<file path="src/rtl/absolute_path_redactor_defines.svh">
// ----------------------------------------------------------------------------
// Absolute path redactor assertion macros
// Concurrent assertion shorthands used by the redactor top level.
// ----------------------------------------------------------------------------
`ifndef ABSOLUTE_PATH_REDACTOR_DEFINES_SVH
`define ABSOLUTE_PATH_REDACTOR_DEFINES_SVH

// Same-cycle implication, disabled while reset is held.
`define APR_ASSERT_NOW(lbl, ck, rn, ante, cons, msg) \
  lbl: assert property (@(posedge ck) disable iff (!rn) (ante) |-> (cons)) \
    else $error(msg);

// Next-cycle implication, disabled while reset is held.
`define APR_ASSERT_NEXT(lbl, ck, rn, ante, cons, msg) \
  lbl: assert property (@(posedge ck) disable iff (!rn) (ante) |=> (cons)) \
    else $error(msg);

`endif

</file>
<file path="src/rtl/apr_pkg.sv">
// ----------------------------------------------------------------------------
// Absolute path redactor package
// Character classes, token text, decision function and queue command types.
// ----------------------------------------------------------------------------
`default_nettype none

package apr_pkg;

  localparam int unsigned TOKEN_LEN      = 15;
  localparam int unsigned FIFO_DEPTH_DEF = 4;

  localparam logic [8*TOKEN_LEN-1:0] TOKEN_TEXT = {"[REDACTED", "_PATH]"};

  localparam logic [7:0] CH_SPACE  = 8'h20;
  localparam logic [7:0] CH_TAB    = 8'h09;
  localparam logic [7:0] CH_CR     = 8'h0D;
  localparam logic [7:0] CH_SLASH  = 8'h2F;
  localparam logic [7:0] CH_BSLASH = 8'h5C;
  localparam logic [7:0] CH_COLON  = 8'h3A;
  localparam logic [7:0] CH_EQUAL  = 8'h3D;
  localparam logic [7:0] CH_DQUOTE = 8'h22;
  localparam logic [7:0] CH_SQUOTE = 8'h27;
  localparam logic [7:0] CH_LPAREN = 8'h28;
  localparam logic [7:0] CH_RPAREN = 8'h29;
  localparam logic [7:0] CH_LBRACK = 8'h5B;
  localparam logic [7:0] CH_RBRACK = 8'h5D;
  localparam logic [7:0] CH_UPPER_A = 8'h41;
  localparam logic [7:0] CH_UPPER_Z = 8'h5A;
  localparam logic [7:0] CH_LOWER_A = 8'h61;
  localparam logic [7:0] CH_LOWER_Z = 8'h7A;

  typedef enum logic [1:0] {
    SLOT_NONE  = 2'd0,
    SLOT_BYTE  = 2'd1,
    SLOT_TOKEN = 2'd2
  } slot_kind_t;

  typedef struct packed {
    slot_kind_t kind;
    logic [7:0] data;
  } slot_t;

  // One queued request: up to three compacted output slots.
  typedef struct packed {
    slot_t [2:0] slots;
    logic  [1:0] n_slots;
    logic        last;
  } cmd_t;

  typedef struct packed {
    slot_t      slot;
    logic       drive;
    logic [7:0] prev;
    logic       skip;
  } dec_t;

  function automatic logic is_space(input logic [7:0] c);
    return (c == CH_SPACE) || (c inside {[CH_TAB:CH_CR]});
  endfunction

  function automatic logic is_alpha(input logic [7:0] c);
    return (c inside {[CH_UPPER_A:CH_UPPER_Z], [CH_LOWER_A:CH_LOWER_Z]});
  endfunction

  function automatic logic is_slash(input logic [7:0] c);
    return (c inside {CH_SLASH, CH_BSLASH});
  endfunction

  function automatic logic is_boundary(input logic [7:0] c);
    return is_space(c) || (c inside {CH_EQUAL, CH_DQUOTE, CH_SQUOTE, CH_LPAREN, CH_LBRACK});
  endfunction

  function automatic logic ends_path(input logic [7:0] c);
    return is_space(c) || (c inside {CH_DQUOTE, CH_SQUOTE, CH_RPAREN, CH_RBRACK});
  endfunction

  function automatic logic [7:0] token_char(input logic [3:0] idx);
    return TOKEN_TEXT[(TOKEN_LEN - 1 - int'(idx)) * 8 +: 8];
  endfunction

  // Decide the byte at w0; full3 says w1 and w2 are known.
  function automatic dec_t decide(input logic [7:0] w0, input logic [7:0] w1,
                                  input logic [7:0] w2, input logic full3,
                                  input logic [7:0] prev, input logic start,
                                  input logic skip);
    dec_t d;
    d.slot.kind = SLOT_NONE;
    d.slot.data = w0;
    d.drive     = 1'b0;
    d.prev      = w0;
    d.skip      = skip;
    if (skip) begin
      if (ends_path(w0)) begin
        d.skip      = 1'b0;
        d.slot.kind = SLOT_BYTE;
      end
    end else if (full3 && is_alpha(w0) && (w1 == CH_COLON) && is_slash(w2)) begin
      d.slot.kind = SLOT_TOKEN;
      d.skip      = 1'b1;
      d.drive     = 1'b1;
      d.prev      = w2;
    end else if ((start || is_boundary(prev)) && is_slash(w0)) begin
      d.slot.kind = SLOT_TOKEN;
      d.skip      = 1'b1;
    end else begin
      d.slot.kind = SLOT_BYTE;
    end
    return d;
  endfunction

endpackage

`default_nettype wire

</file>
<file path="src/rtl/apr_if.sv">
// ----------------------------------------------------------------------------
// Absolute path redactor channels
// Valid/ready interfaces for the text input and the redacted output.
// ----------------------------------------------------------------------------
`default_nettype none

interface apr_in_if;
  logic       valid;
  logic       ready;
  logic [7:0] text_byte;
  logic       end_of_text;

  modport source (output valid, output text_byte, output end_of_text, input ready);
  modport sink   (input valid, input text_byte, input end_of_text, output ready);
endinterface

interface apr_out_if;
  logic       valid;
  logic       ready;
  logic [7:0] out_byte;
  logic       carries_byte;
  logic       end_of_output;

  modport source (output valid, output out_byte, output carries_byte,
                  output end_of_output, input ready);
  modport sink   (input valid, input out_byte, input carries_byte,
                  input end_of_output, output ready);
endinterface

`default_nettype wire

</file>
<file path="src/rtl/apr_fifo.sv">
// ----------------------------------------------------------------------------
// Redactor command queue
// Small register FIFO between the classifier and the output sequencer.
// ----------------------------------------------------------------------------
`default_nettype none

module apr_fifo #(
  parameter int unsigned DEPTH = apr_pkg::FIFO_DEPTH_DEF
) (
  input  logic          clk,
  input  logic          rst_n,
  input  logic          push,
  input  apr_pkg::cmd_t push_data,
  output logic          full,
  input  logic          pop,
  output apr_pkg::cmd_t pop_data,
  output logic          empty
);
  import apr_pkg::*;

  localparam int unsigned PW = (DEPTH > 1) ? $clog2(DEPTH) : 1;
  localparam int unsigned CW = $clog2(DEPTH + 1);

  cmd_t          mem [DEPTH];
  logic [PW-1:0] wr_ptr_r, wr_ptr_nxt;
  logic [PW-1:0] rd_ptr_r, rd_ptr_nxt;
  logic [CW-1:0] count_r, count_nxt;

  assign full     = (count_r == CW'(DEPTH));
  assign empty    = (count_r == '0);
  assign pop_data = mem[rd_ptr_r];

  always_comb begin
    wr_ptr_nxt = wr_ptr_r;
    rd_ptr_nxt = rd_ptr_r;
    count_nxt  = count_r;
    if (push) begin
      wr_ptr_nxt = (wr_ptr_r == PW'(DEPTH - 1)) ? '0 : wr_ptr_r + 1'b1;
    end
    if (pop) begin
      rd_ptr_nxt = (rd_ptr_r == PW'(DEPTH - 1)) ? '0 : rd_ptr_r + 1'b1;
    end
    if (push && !pop) begin
      count_nxt = count_r + 1'b1;
    end else if (pop && !push) begin
      count_nxt = count_r - 1'b1;
    end
  end

  always_ff @(posedge clk) begin
    if (!rst_n) begin
      wr_ptr_r <= '0;
      rd_ptr_r <= '0;
      count_r  <= '0;
    end else begin
      wr_ptr_r <= wr_ptr_nxt;
      rd_ptr_r <= rd_ptr_nxt;
      count_r  <= count_nxt;
    end
  end

  always_ff @(posedge clk) begin
    if (push) begin
      mem[wr_ptr_r] <= push_data;
    end
  end

endmodule

`default_nettype wire

</file>
<file path="src/rtl/apr_front.sv">
// ----------------------------------------------------------------------------
// Redactor classifier
// Hold two bytes of lookahead, decide each byte and queue output requests.
// ----------------------------------------------------------------------------
`default_nettype none

module apr_front (
  input  logic          clk,
  input  logic          rst_n,
  apr_in_if.sink        in_chan,
  output logic          push,
  output apr_pkg::cmd_t push_data,
  input  logic          full
);
  import apr_pkg::*;

  logic [7:0] la0_r, la0_nxt;
  logic [7:0] la1_r, la1_nxt;
  logic [1:0] la_cnt_r, la_cnt_nxt;
  logic [7:0] prev_r, prev_nxt;
  logic       start_r, start_nxt;
  logic       skip_r, skip_nxt;

  logic [7:0]  w0, w1, w2;
  logic        accept;
  dec_t        d0, d1, d2;
  slot_t [2:0] raw;
  cmd_t        cmd;
  logic [1:0]  n;

  assign in_chan.ready = !full;
  assign accept        = in_chan.valid && !full;

  // Window: waiting bytes first, new byte behind them.
  always_comb begin
    w0 = in_chan.text_byte;
    w1 = 8'h00;
    w2 = 8'h00;
    case (la_cnt_r)
      2'd1: begin
        w0 = la0_r;
        w1 = in_chan.text_byte;
      end
      2'd2: begin
        w0 = la0_r;
        w1 = la1_r;
        w2 = in_chan.text_byte;
      end
      default: ;
    endcase
  end

  // Decisions chain; later ones matter only when flushing a string.
  assign d0 = decide(w0, w1, w2, la_cnt_r == 2'd2, prev_r, start_r, skip_r);
  assign d1 = decide(w1, w2, 8'h00, 1'b0, d0.prev, 1'b0, d0.skip);
  assign d2 = decide(w2, 8'h00, 8'h00, 1'b0, d1.prev, 1'b0, d1.skip);

  always_comb begin
    raw[0] = d0.slot;
    raw[1] = '0;
    raw[2] = '0;
    if (in_chan.end_of_text && !d0.drive) begin
      if (la_cnt_r != 2'd0) raw[1] = d1.slot;
      if (la_cnt_r == 2'd2) raw[2] = d2.slot;
    end
    // Compact: occupied slots first.
    cmd = '0;
    n   = 2'd0;
    for (int i = 0; i < 3; i++) begin
      if (raw[i].kind != SLOT_NONE) begin
        cmd.slots[n] = raw[i];
        n = n + 2'd1;
      end
    end
    cmd.n_slots = n;
    cmd.last    = in_chan.end_of_text;
  end

  assign push_data = cmd;

  always_comb begin
    push       = 1'b0;
    la0_nxt    = la0_r;
    la1_nxt    = la1_r;
    la_cnt_nxt = la_cnt_r;
    prev_nxt   = prev_r;
    start_nxt  = start_r;
    skip_nxt   = skip_r;
    if (accept) begin
      if (in_chan.end_of_text) begin
        push       = 1'b1;
        la_cnt_nxt = 2'd0;
        prev_nxt   = 8'h00;
        start_nxt  = 1'b1;
        skip_nxt   = 1'b0;
      end else if (la_cnt_r == 2'd2) begin
        push      = (d0.slot.kind != SLOT_NONE);
        prev_nxt  = d0.prev;
        start_nxt = 1'b0;
        skip_nxt  = d0.skip;
        if (d0.drive) begin
          la_cnt_nxt = 2'd0;
        end else begin
          la0_nxt = w1;
          la1_nxt = w2;
        end
      end else begin
        if (la_cnt_r == 2'd0) la0_nxt = in_chan.text_byte;
        else                  la1_nxt = in_chan.text_byte;
        la_cnt_nxt = la_cnt_r + 2'd1;
      end
    end
  end

  always_ff @(posedge clk) begin
    if (!rst_n) begin
      la_cnt_r <= 2'd0;
      prev_r   <= 8'h00;
      start_r  <= 1'b1;
      skip_r   <= 1'b0;
    end else begin
      la_cnt_r <= la_cnt_nxt;
      prev_r   <= prev_nxt;
      start_r  <= start_nxt;
      skip_r   <= skip_nxt;
    end
  end

  always_ff @(posedge clk) begin
    la0_r <= la0_nxt;
    la1_r <= la1_nxt;
  end

endmodule

`default_nettype wire

</file>
<file path="src/rtl/apr_back.sv">
// ----------------------------------------------------------------------------
// Redactor output sequencer
// Expand queued requests into output bytes, one per cycle while the output is ready.
// ----------------------------------------------------------------------------
`default_nettype none

module apr_back (
  input  logic          clk,
  input  logic          rst_n,
  output logic          pop,
  input  apr_pkg::cmd_t pop_data,
  input  logic          empty,
  apr_out_if.source     out_chan
);
  import apr_pkg::*;

  logic       busy_r, busy_nxt;
  cmd_t       cmd_r, cmd_nxt;
  logic [1:0] slot_idx_r, slot_idx_nxt;
  logic [3:0] tok_idx_r, tok_idx_nxt;

  slot_t cur;
  logic  bare, tok_end, slot_done, final_slot, cmd_done, fire;

  assign cur        = cmd_r.slots[slot_idx_r];
  assign bare       = (cmd_r.n_slots == 2'd0);
  assign tok_end    = (tok_idx_r == 4'(TOKEN_LEN - 1));
  assign slot_done  = bare || (cur.kind == SLOT_BYTE) || tok_end;
  assign final_slot = bare || (slot_idx_r == cmd_r.n_slots - 2'd1);
  assign cmd_done   = slot_done && final_slot;
  assign fire       = busy_r && out_chan.ready;

  assign out_chan.valid         = busy_r;
  assign out_chan.carries_byte  = !bare;
  assign out_chan.end_of_output = cmd_r.last && cmd_done;
  assign out_chan.out_byte      = bare ? 8'h00 :
                                  (cur.kind == SLOT_TOKEN) ? token_char(tok_idx_r) : cur.data;

  assign pop = !empty && (!busy_r || (fire && cmd_done));

  always_comb begin
    busy_nxt     = busy_r;
    cmd_nxt      = cmd_r;
    slot_idx_nxt = slot_idx_r;
    tok_idx_nxt  = tok_idx_r;
    if (pop) begin
      busy_nxt     = 1'b1;
      cmd_nxt      = pop_data;
      slot_idx_nxt = 2'd0;
      tok_idx_nxt  = 4'd0;
    end else if (fire && cmd_done) begin
      busy_nxt = 1'b0;
    end else if (fire) begin
      if (slot_done) begin
        slot_idx_nxt = slot_idx_r + 2'd1;
        tok_idx_nxt  = 4'd0;
      end else begin
        tok_idx_nxt = tok_idx_r + 4'd1;
      end
    end
  end

  always_ff @(posedge clk) begin
    if (!rst_n) begin
      busy_r     <= 1'b0;
      slot_idx_r <= 2'd0;
      tok_idx_r  <= 4'd0;
    end else begin
      busy_r     <= busy_nxt;
      slot_idx_r <= slot_idx_nxt;
      tok_idx_r  <= tok_idx_nxt;
    end
  end

  always_ff @(posedge clk) begin
    cmd_r <= cmd_nxt;
  end

endmodule

`default_nettype wire

</file>
<file path="src/rtl/absolute_path_redactor.sv">
// ----------------------------------------------------------------------------
// Absolute path redactor
// Replace absolute POSIX and drive paths in a byte stream with a fixed token.
// ----------------------------------------------------------------------------
//
//   channel   dir  payload                                     handshake
//   in_chan   in   text_byte[7:0], end_of_text                 valid/ready
//   out_chan  out  out_byte[7:0], carries_byte, end_of_output  valid/ready
//
// Input takes one byte per cycle whenever the request queue has room.
// Output gives one result per cycle while out_chan is ready; a redacted path expands into the full token.
// Output trails input by up to two bytes of lookahead, and each request passes
// through the queue into the output register.
// Reset is synchronous; no memory clearing pass.
// Either side may stall: the queue of FIFO_DEPTH requests absorbs the slack.
//
`default_nettype none

`include "absolute_path_redactor_defines.svh"

module absolute_path_redactor #(
  parameter int unsigned FIFO_DEPTH = apr_pkg::FIFO_DEPTH_DEF
) (
  input  logic      clk,
  input  logic      rst_n,
  apr_in_if.sink    in_chan,
  apr_out_if.source out_chan
);
  import apr_pkg::*;

  logic push, full, pop, empty;
  cmd_t push_data, pop_data;

  // Front: hold lookahead, classify, queue byte and token requests.
  apr_front u_front (
    .clk       (clk),
    .rst_n     (rst_n),
    .in_chan   (in_chan),
    .push      (push),
    .push_data (push_data),
    .full      (full)
  );

  // Queue: decouple classification from output backpressure.
  apr_fifo #(
    .DEPTH (FIFO_DEPTH)
  ) u_fifo (
    .clk       (clk),
    .rst_n     (rst_n),
    .push      (push),
    .push_data (push_data),
    .full      (full),
    .pop       (pop),
    .pop_data  (pop_data),
    .empty     (empty)
  );

  // Back: expand each request into output bytes.
  apr_back u_back (
    .clk      (clk),
    .rst_n    (rst_n),
    .pop      (pop),
    .pop_data (pop_data),
    .empty    (empty),
    .out_chan (out_chan)
  );

  // Never push into a full queue.
  `APR_ASSERT_NOW(a_no_overflow, clk, rst_n, push, !full, "push into full queue")
  // A bare marker is always the final result of a string.
  `APR_ASSERT_NOW(a_bare_is_final, clk, rst_n, out_chan.valid && !out_chan.carries_byte, out_chan.end_of_output, "bare marker not final")
  // The final byte of a string always leaves a request behind.
  `APR_ASSERT_NEXT(a_last_queued, clk, rst_n, in_chan.valid && in_chan.ready && in_chan.end_of_text, !empty, "final byte not queued")

endmodule

`default_nettype wire

</file>
<file path="src/flat_wrapper.sv">
// flat-port wrapper written by rule: the top's interface ports become plain ports
module absolute_path_redactor_flat import apr_pkg::*;
#(
  parameter int unsigned FIFO_DEPTH = apr_pkg::FIFO_DEPTH_DEF
)
  (clk, rst_n, in_chan_valid, in_chan_text_byte, in_chan_end_of_text, in_chan_ready, out_chan_valid, out_chan_out_byte, out_chan_carries_byte, out_chan_end_of_output, out_chan_ready);
  apr_in_if in_chan_i ();
  apr_out_if out_chan_i ();
  input  logic clk;
  input  logic rst_n;
  input wire logic [$bits(in_chan_i.valid)-1:0] in_chan_valid;
  input wire logic [$bits(in_chan_i.text_byte)-1:0] in_chan_text_byte;
  input wire logic [$bits(in_chan_i.end_of_text)-1:0] in_chan_end_of_text;
  output wire logic [$bits(in_chan_i.ready)-1:0] in_chan_ready;
  output wire logic [$bits(out_chan_i.valid)-1:0] out_chan_valid;
  output wire logic [$bits(out_chan_i.out_byte)-1:0] out_chan_out_byte;
  output wire logic [$bits(out_chan_i.carries_byte)-1:0] out_chan_carries_byte;
  output wire logic [$bits(out_chan_i.end_of_output)-1:0] out_chan_end_of_output;
  input wire logic [$bits(out_chan_i.ready)-1:0] out_chan_ready;
  assign in_chan_i.valid = in_chan_valid;
  assign in_chan_i.text_byte = in_chan_text_byte;
  assign in_chan_i.end_of_text = in_chan_end_of_text;
  assign in_chan_ready = in_chan_i.ready;
  assign out_chan_valid = out_chan_i.valid;
  assign out_chan_out_byte = out_chan_i.out_byte;
  assign out_chan_carries_byte = out_chan_i.carries_byte;
  assign out_chan_end_of_output = out_chan_i.end_of_output;
  assign out_chan_i.ready = out_chan_ready;
  absolute_path_redactor #(.FIFO_DEPTH(FIFO_DEPTH)) u_core (.clk(clk), .rst_n(rst_n), .in_chan(in_chan_i), .out_chan(out_chan_i));
endmodule
</file>
<file path="config.mk">
export PLATFORM = sky130hd
export DESIGN_NAME = absolute_path_redactor_flat
export DESIGN_NICKNAME = d
export VERILOG_FILES = /design/src/rtl/apr_pkg.sv /design/src/rtl/apr_if.sv /design/src/rtl/apr_fifo.sv /design/src/rtl/apr_front.sv /design/src/rtl/apr_back.sv /design/src/rtl/absolute_path_redactor.sv /design/src/flat_wrapper.sv
export VERILOG_INCLUDE_DIRS = /design/src /design/src/rtl
export SDC_FILE = /design/constraint.sdc
export NUM_CORES = 1
export LEC_CHECK = 0
export ABC_AREA = 1
export BUFFER_PORTS_ARGS = -buffer_cell sky130_fd_sc_hd__buf_2
export CAP_MARGIN = 40
export CORE_MARGIN = 2
export CORE_UTILIZATION = 40
export DETAILED_ROUTE_END_ITERATION = 12
export SKIP_CTS_REPAIR_TIMING = 1
export SLEW_MARGIN = 40
export SYNTH_ARGS = -nofsm -noshare
export SYNTH_HDL_FRONTEND = slang
export SYNTH_HIERARCHICAL = 1
export SYNTH_SLANG_ARGS = --single-unit
</file>
<file path="constraint.sdc">
create_clock -name clk -period 4.2 [get_ports clk]
set_input_delay 0.21 -clock clk [delete_from_list [all_inputs] [get_ports clk]]
set_output_delay 0.21 -clock clk [all_outputs]
set_load 0.03 [all_outputs]
</file>
---- Yosys cells after proc, flatten, opt, wreduce, memory -nomap -nowiden ----
Memories as Yosys holds them, arrays and structs flattened. A register that Yosys moved wholly into a read port is not among the register bits.
Cells that the tools add are included.
cells by class
  shift operators ......................... 1
  add/subtract/negate cells ............... 11
  eq/ne operators ......................... 49
  $lt $le $gt $ge ......................... 19
  reductions and logical operators ........ 76
  bitwise logic cells ..................... 3
  multiplexer cells ....................... 68
operators by type and width
  operator                     number
  $eq A8 B6 Y1 const B         28
  $shiftx A120 B33 Y8 const A  1
  $mux W8                      12
  $eq A8 B7 Y1 const B         9
  $bwmux W30                   2
  $mux W10                     6
  $mux W30                     2
  $demux W10 S2                2
  $ge A8 B4 Y1 const B         5
  $le A8 B4 Y1 const B         5
  $mux W2                      14
  $logic_and A1 B1 Y1          24
  $reduce_bool A2 Y1           12
  $mux W1                      22
  $bmux W10 S2                 1
  $mux W20                     1
  $mux W9                      2
  $ge A8 B7 Y1 const B         2
  $le A8 B7 Y1 const B         2
  $logic_or A1 B1 Y1           16
  $pmux W8 S2                  1
  $reduce_bool A5 Y1           3
  $add A2 B1 Y2 const B        6
  $reduce_bool A4 Y1           3
  24 further kinds             46
storage, ports and cells
  word-level logic and storage cells ...... 240
  output and inout port bits .............. 12
  register bits after elaboration ......... 42
  memories ................................ 1
  RAM bits ................................ 132
memory list
  memory             depth  bits a word  rd ports  clocked after Yosys merged registers in  wr ports  line            source
  u_core.u_fifo.mem  4      33           1         1                                        1         apr_fifo.sv:24  cmd_t mem [DEPTH];

---- Longest topological paths before layout ----
  depth after elaboration ................. 29
  gate-level depth with buffers ........... 30
  depth with buffers taken out ............ 28

---- Modules after synthesis ----
Netlist, hierarchy kept.
modules (own cells, without submodules)
  module     area an instance (um^2)  cells an instance  instances
  apr_fifo   5,363.9                  378                1
  apr_front  3,188.1                  549                1
  apr_back   1,953.1                  203                1

---- Least setup slack after synthesis ----
No wires, ideal clock.
  kind .................................... flip-flop to flip-flop
  from .................................... register u_core.u_front.la_cnt_r[0]
  to ...................................... memory u_core/u_fifo/mem[0][9] (netlist name), data pin
  setup slack ............................. 0.398 ns
  stages on the path, launching flop included .. 27
  data arrival time ....................... 3.544 ns
  data required time ...................... 3.942 ns
  cell sequence ........................... dfxtp_1 -> inv_1 -> ha_1 -> buf_6 -> nand2_1 -> o21ai_0 -> nor2_1 -> nand3_2 -> nand2_2 -> nor2_4 -> nand2_4 -> nand2_1 -> nand2_1 -> inv_1 -> a21oi_1 -> nand2_1 -> o21ai_1 -> nor3_1 -> o21bai_2 -> buf_6 -> ha_1 -> inv_1 -> nor3_1 -> nand2_4 -> buf_8 -> nor2_1 -> nor2_2
RTL lines
  element                   line              source
  start: declaration        apr_front.sv:19   logic [1:0] la_cnt_r, la_cnt_nxt;
  start signal: assignment  apr_front.sv:122  la_cnt_r <= la_cnt_nxt;
  end: declaration          apr_fifo.sv:24

==> run metrics <==
largest net degree at the start of global routing 67; Max FO, Critical Path 10; #FFs+latches synth 209; required time worst endpoint 4460 ps; number of enable flip-flop cells after synthesis 181; # diodes 0; HP Class primary input to flip-flop; Finished Cell Area 12010 sq um; WP data arrival 4160 ps; FP Rows 59; drt wl/cell 16.80 um; core area 25910 sq um; Clk pwr share 29.4%; Hold Vio Cnt, Final 0; MaxCap Viol Count 0; DP HPWL 16650 um; most frequent cells after synthesis nand2_1 (227), nor2_1 (182), edfxtp_1 (181), inv_1 (91), o21ai_0 (90); switching share of power 35.24%; min cycle time layout 3905 ps; Reg power frac 38.9%; Remaining DRCs 0; initial antenna violation count 0; share of the synthesized area in the top cell type 51.74%; gr ovfl total 0; Layout area overhead 14.36%; post-synthesis net count 1160; I/O Buffers 24; CTS tree built; Post-Route Utilization 46.37%; R2R setup slack 300 ps; average size of a mapped cell 9.297 sq um; chip width 166.1 um; first drt pass iteration count 6; Synth async-reset ratio 0%; Worst Hold Endpoint u_core/u_front/la1_r[1]; Internal Dissipation 4.797 mW; cell taking the most area after synthesis edfxtp_1; detailed-route wire length 25590 um; most common cell in the synthesized netlist nand2_1; Clock Sinks 209; clk buf depth 3; Max-Slew Margin vs Limit 48.01%; synth unique cells 47; Achievable Freq 256.1 MHz; CTS H-tree depth 1; sequential-to-total area share from yosys stat 57.07%; critical path endpoint category flip-flop; R2R depth 21; synthesized cell area 10510 sq um; status complete, no violations; Lkg Pwr 4.660 nW; Via density 5.169; Initial Util 40.54%; Hold Crit Start in_chan_text_byte[1]; cells after synthesis 1130; Tot GR Track Use 17.97%; Final nets 1201; Final setup viols 0; measured slew at the worst slew-check pin 776.9 ps; sw power 2.611 mW; Die Ht 166.1 um; PD cells 616.6 nW/um^2; max-slew violation count 0; final period utilization 92.97%; global-route wire length before repair 39830 um; Peak supply drop 0.0004098 V; Reg-to-Reg Start u_core/u_front/la_cnt_r[1]; vias in the first global route 7344; hold-critical path depth 1; CTS buffer count 24; Post-DP Area 10990 sq um; # IOs 25; Comb pwr share 31.7%; share of cells above drive strength 1 14.98%; via count 7873; Critical R2R Capture u_core/u_fifo/mem[0][22]; Die Area 27570 sq um; Skew-Pair Late Insertion Delay 520 ps; Root Driver clkbuf_16; drt initial violations 635; Ys Warns 6; Startpoint Class flip-flop; Worst Setup Path Type flip-flop to flip-flop; RePlAce Congestion 0.9165; Area contributors post-synth edfxtp_1 (52%), nand2_1 (8.1%), nor2_1 (6.5%), dfxtp_1 (5.3%), o21ai_0 (4.3%); Top FF cell, synth edfxtp_1; clk_skew 12.59 ps; clk slew on worst S/H paths 60 ps; DRT antenna net count 0
-- logic make-up after synthesis --
kind of cell | synth area share (%)
flops | 57.07
compound gates | 12.29
buf+inv | 6.670
xor+xnor | 0.5717
simple gates | 21.30
fa+ha+maj | 2.096
-- stage by stage --
stage	total power, mW	hold WS, ps	instances	TNS [ps]	setup slack, ps
after floorplan	4.562	278.9	1130	0	398.3
after global placement	5.182	447.4	1473	0	118.0
after detailed placement	5.209	451.9	1473	0	23.62
after CTS	7.400	-65.25	1516	-64.27	-18.89
after global routing	7.859	2.647	1523	-492.1	-34.23
final	7.408	11.66	1523	0	295.3
-- area by class of cell --
class	instances	area, sq um
multi-input combinational	773	3943
inverter	103	391.6
clock buffer	27	611.8
timing repair buffer	60	430.4
tap	335	419.2
sequential	209	6000
fill	2449	13900
clock inverter	16	219.0
-- worst max-delay path: stages (launching register included) --
cell and delay, ps:
dfxtp_2 340, inv_1 160, ha_2 290, inv_1 120, o21ai_1 260, nand3_1 170, nor2_1 210, nand2_1 70
inv_1 130, nand2_4 120, o21ai_0 170, inv_1 100, o21ai_1 90, nand4_1 180, nor2_1 170, nand2_2 110
a21oi_2 200, ha_2 380, nand3_4 170, nand2_1 70, nand2_1 60, inv_1 80
-- layer usage --
metal | part of all wire, % | up-vias | track usage, %
met4 | 2.7 | 0 | 5.217
met5 | 0 | - | 0
met1 | 44 | 3617 | 24.81
met2 | 47 | 260 | 29.48
li1 | - | 3944 | -
met3 | 6.2 | 52 | 2.788
-- power groups by stage --
stage / Sequential, mW / Clock (mW) / Combinational (mW)
after floorplan: 2.87 / 0 / 1.69
after global routing: 2.92 / 2.32 / 2.62
final: 2.88 / 2.17 / 2.35
after global placement: 2.92 / 0 / 2.26
after detailed placement: 2.93 / 0 / 2.28
after CTS: 2.89 / 2.23 / 2.29
-- sequential cells by signal, summed over array words and instances, names as in the netlist, named ones only --
signal	flops
u_core/u_fifo/count_r	3
u_core/u_front/prev_r	8
u_core/u_back/tok_idx_r	4
u_core/u_front/start_r	1
u_core/u_fifo/mem	132
u_core/u_front/la1_r	8
u_core/u_back/out_chan.valid	1
u_core/u_back/cmd_r	33
u_core/u_fifo/rd_ptr_r	2
u_core/u_front/la0_r	8
u_core/u_back/slot_idx_r	2
u_core/u_fifo/wr_ptr_r	2
u_core/u_front/la_cnt_r	2
u_core/u_front/skip_r	1
-- cell usage in the layout, fill, tap and decap left out, drive strengths merged, types with 3 or more instances in the layout --
cell,count
a21oi,41
buf,54
bufinv,5
clkbuf,27
clkinv,8
clkinvlp,3
dfxtp,28
dlygate4sd3,6
edfxtp,181
ha,16
inv,103
nand2,248
nand3,51
nand4,14
nor2,192
nor3,17
o21ai,130
o21bai,3
o22ai,33
o31ai,5
xor2,5
-- how the worst max path moves through the flow --
stage	startpoint	end	slack, ps	depth (start not counted)
4_1_cts	u_core/u_front/la_cnt_r[0]	u_core/u_fifo/mem[1][10]	-20	26
3_5_place_dp	u_core/u_front/la_cnt_r[0]	u_core/u_fifo/mem[3][10]	20	26
5_1_grt	u_core/u_front/la_cnt_r[1]	u_core/u_fifo/mem[0][25]	-30	21
6_report	u_core/u_front/la_cnt_r[1]	u_core/u_fifo/mem[0][22]	300	21
2_1_floorplan	u_core/u_front/la_cnt_r[0]	u_core/u_fifo/mem[0][9]	400	26
3_3_place_gp	u_core/u_front/la_cnt_r[0]	u_core/u_fifo/mem[2][10]	120	26
Note: power is estimated with default switching activity, not from simulation.
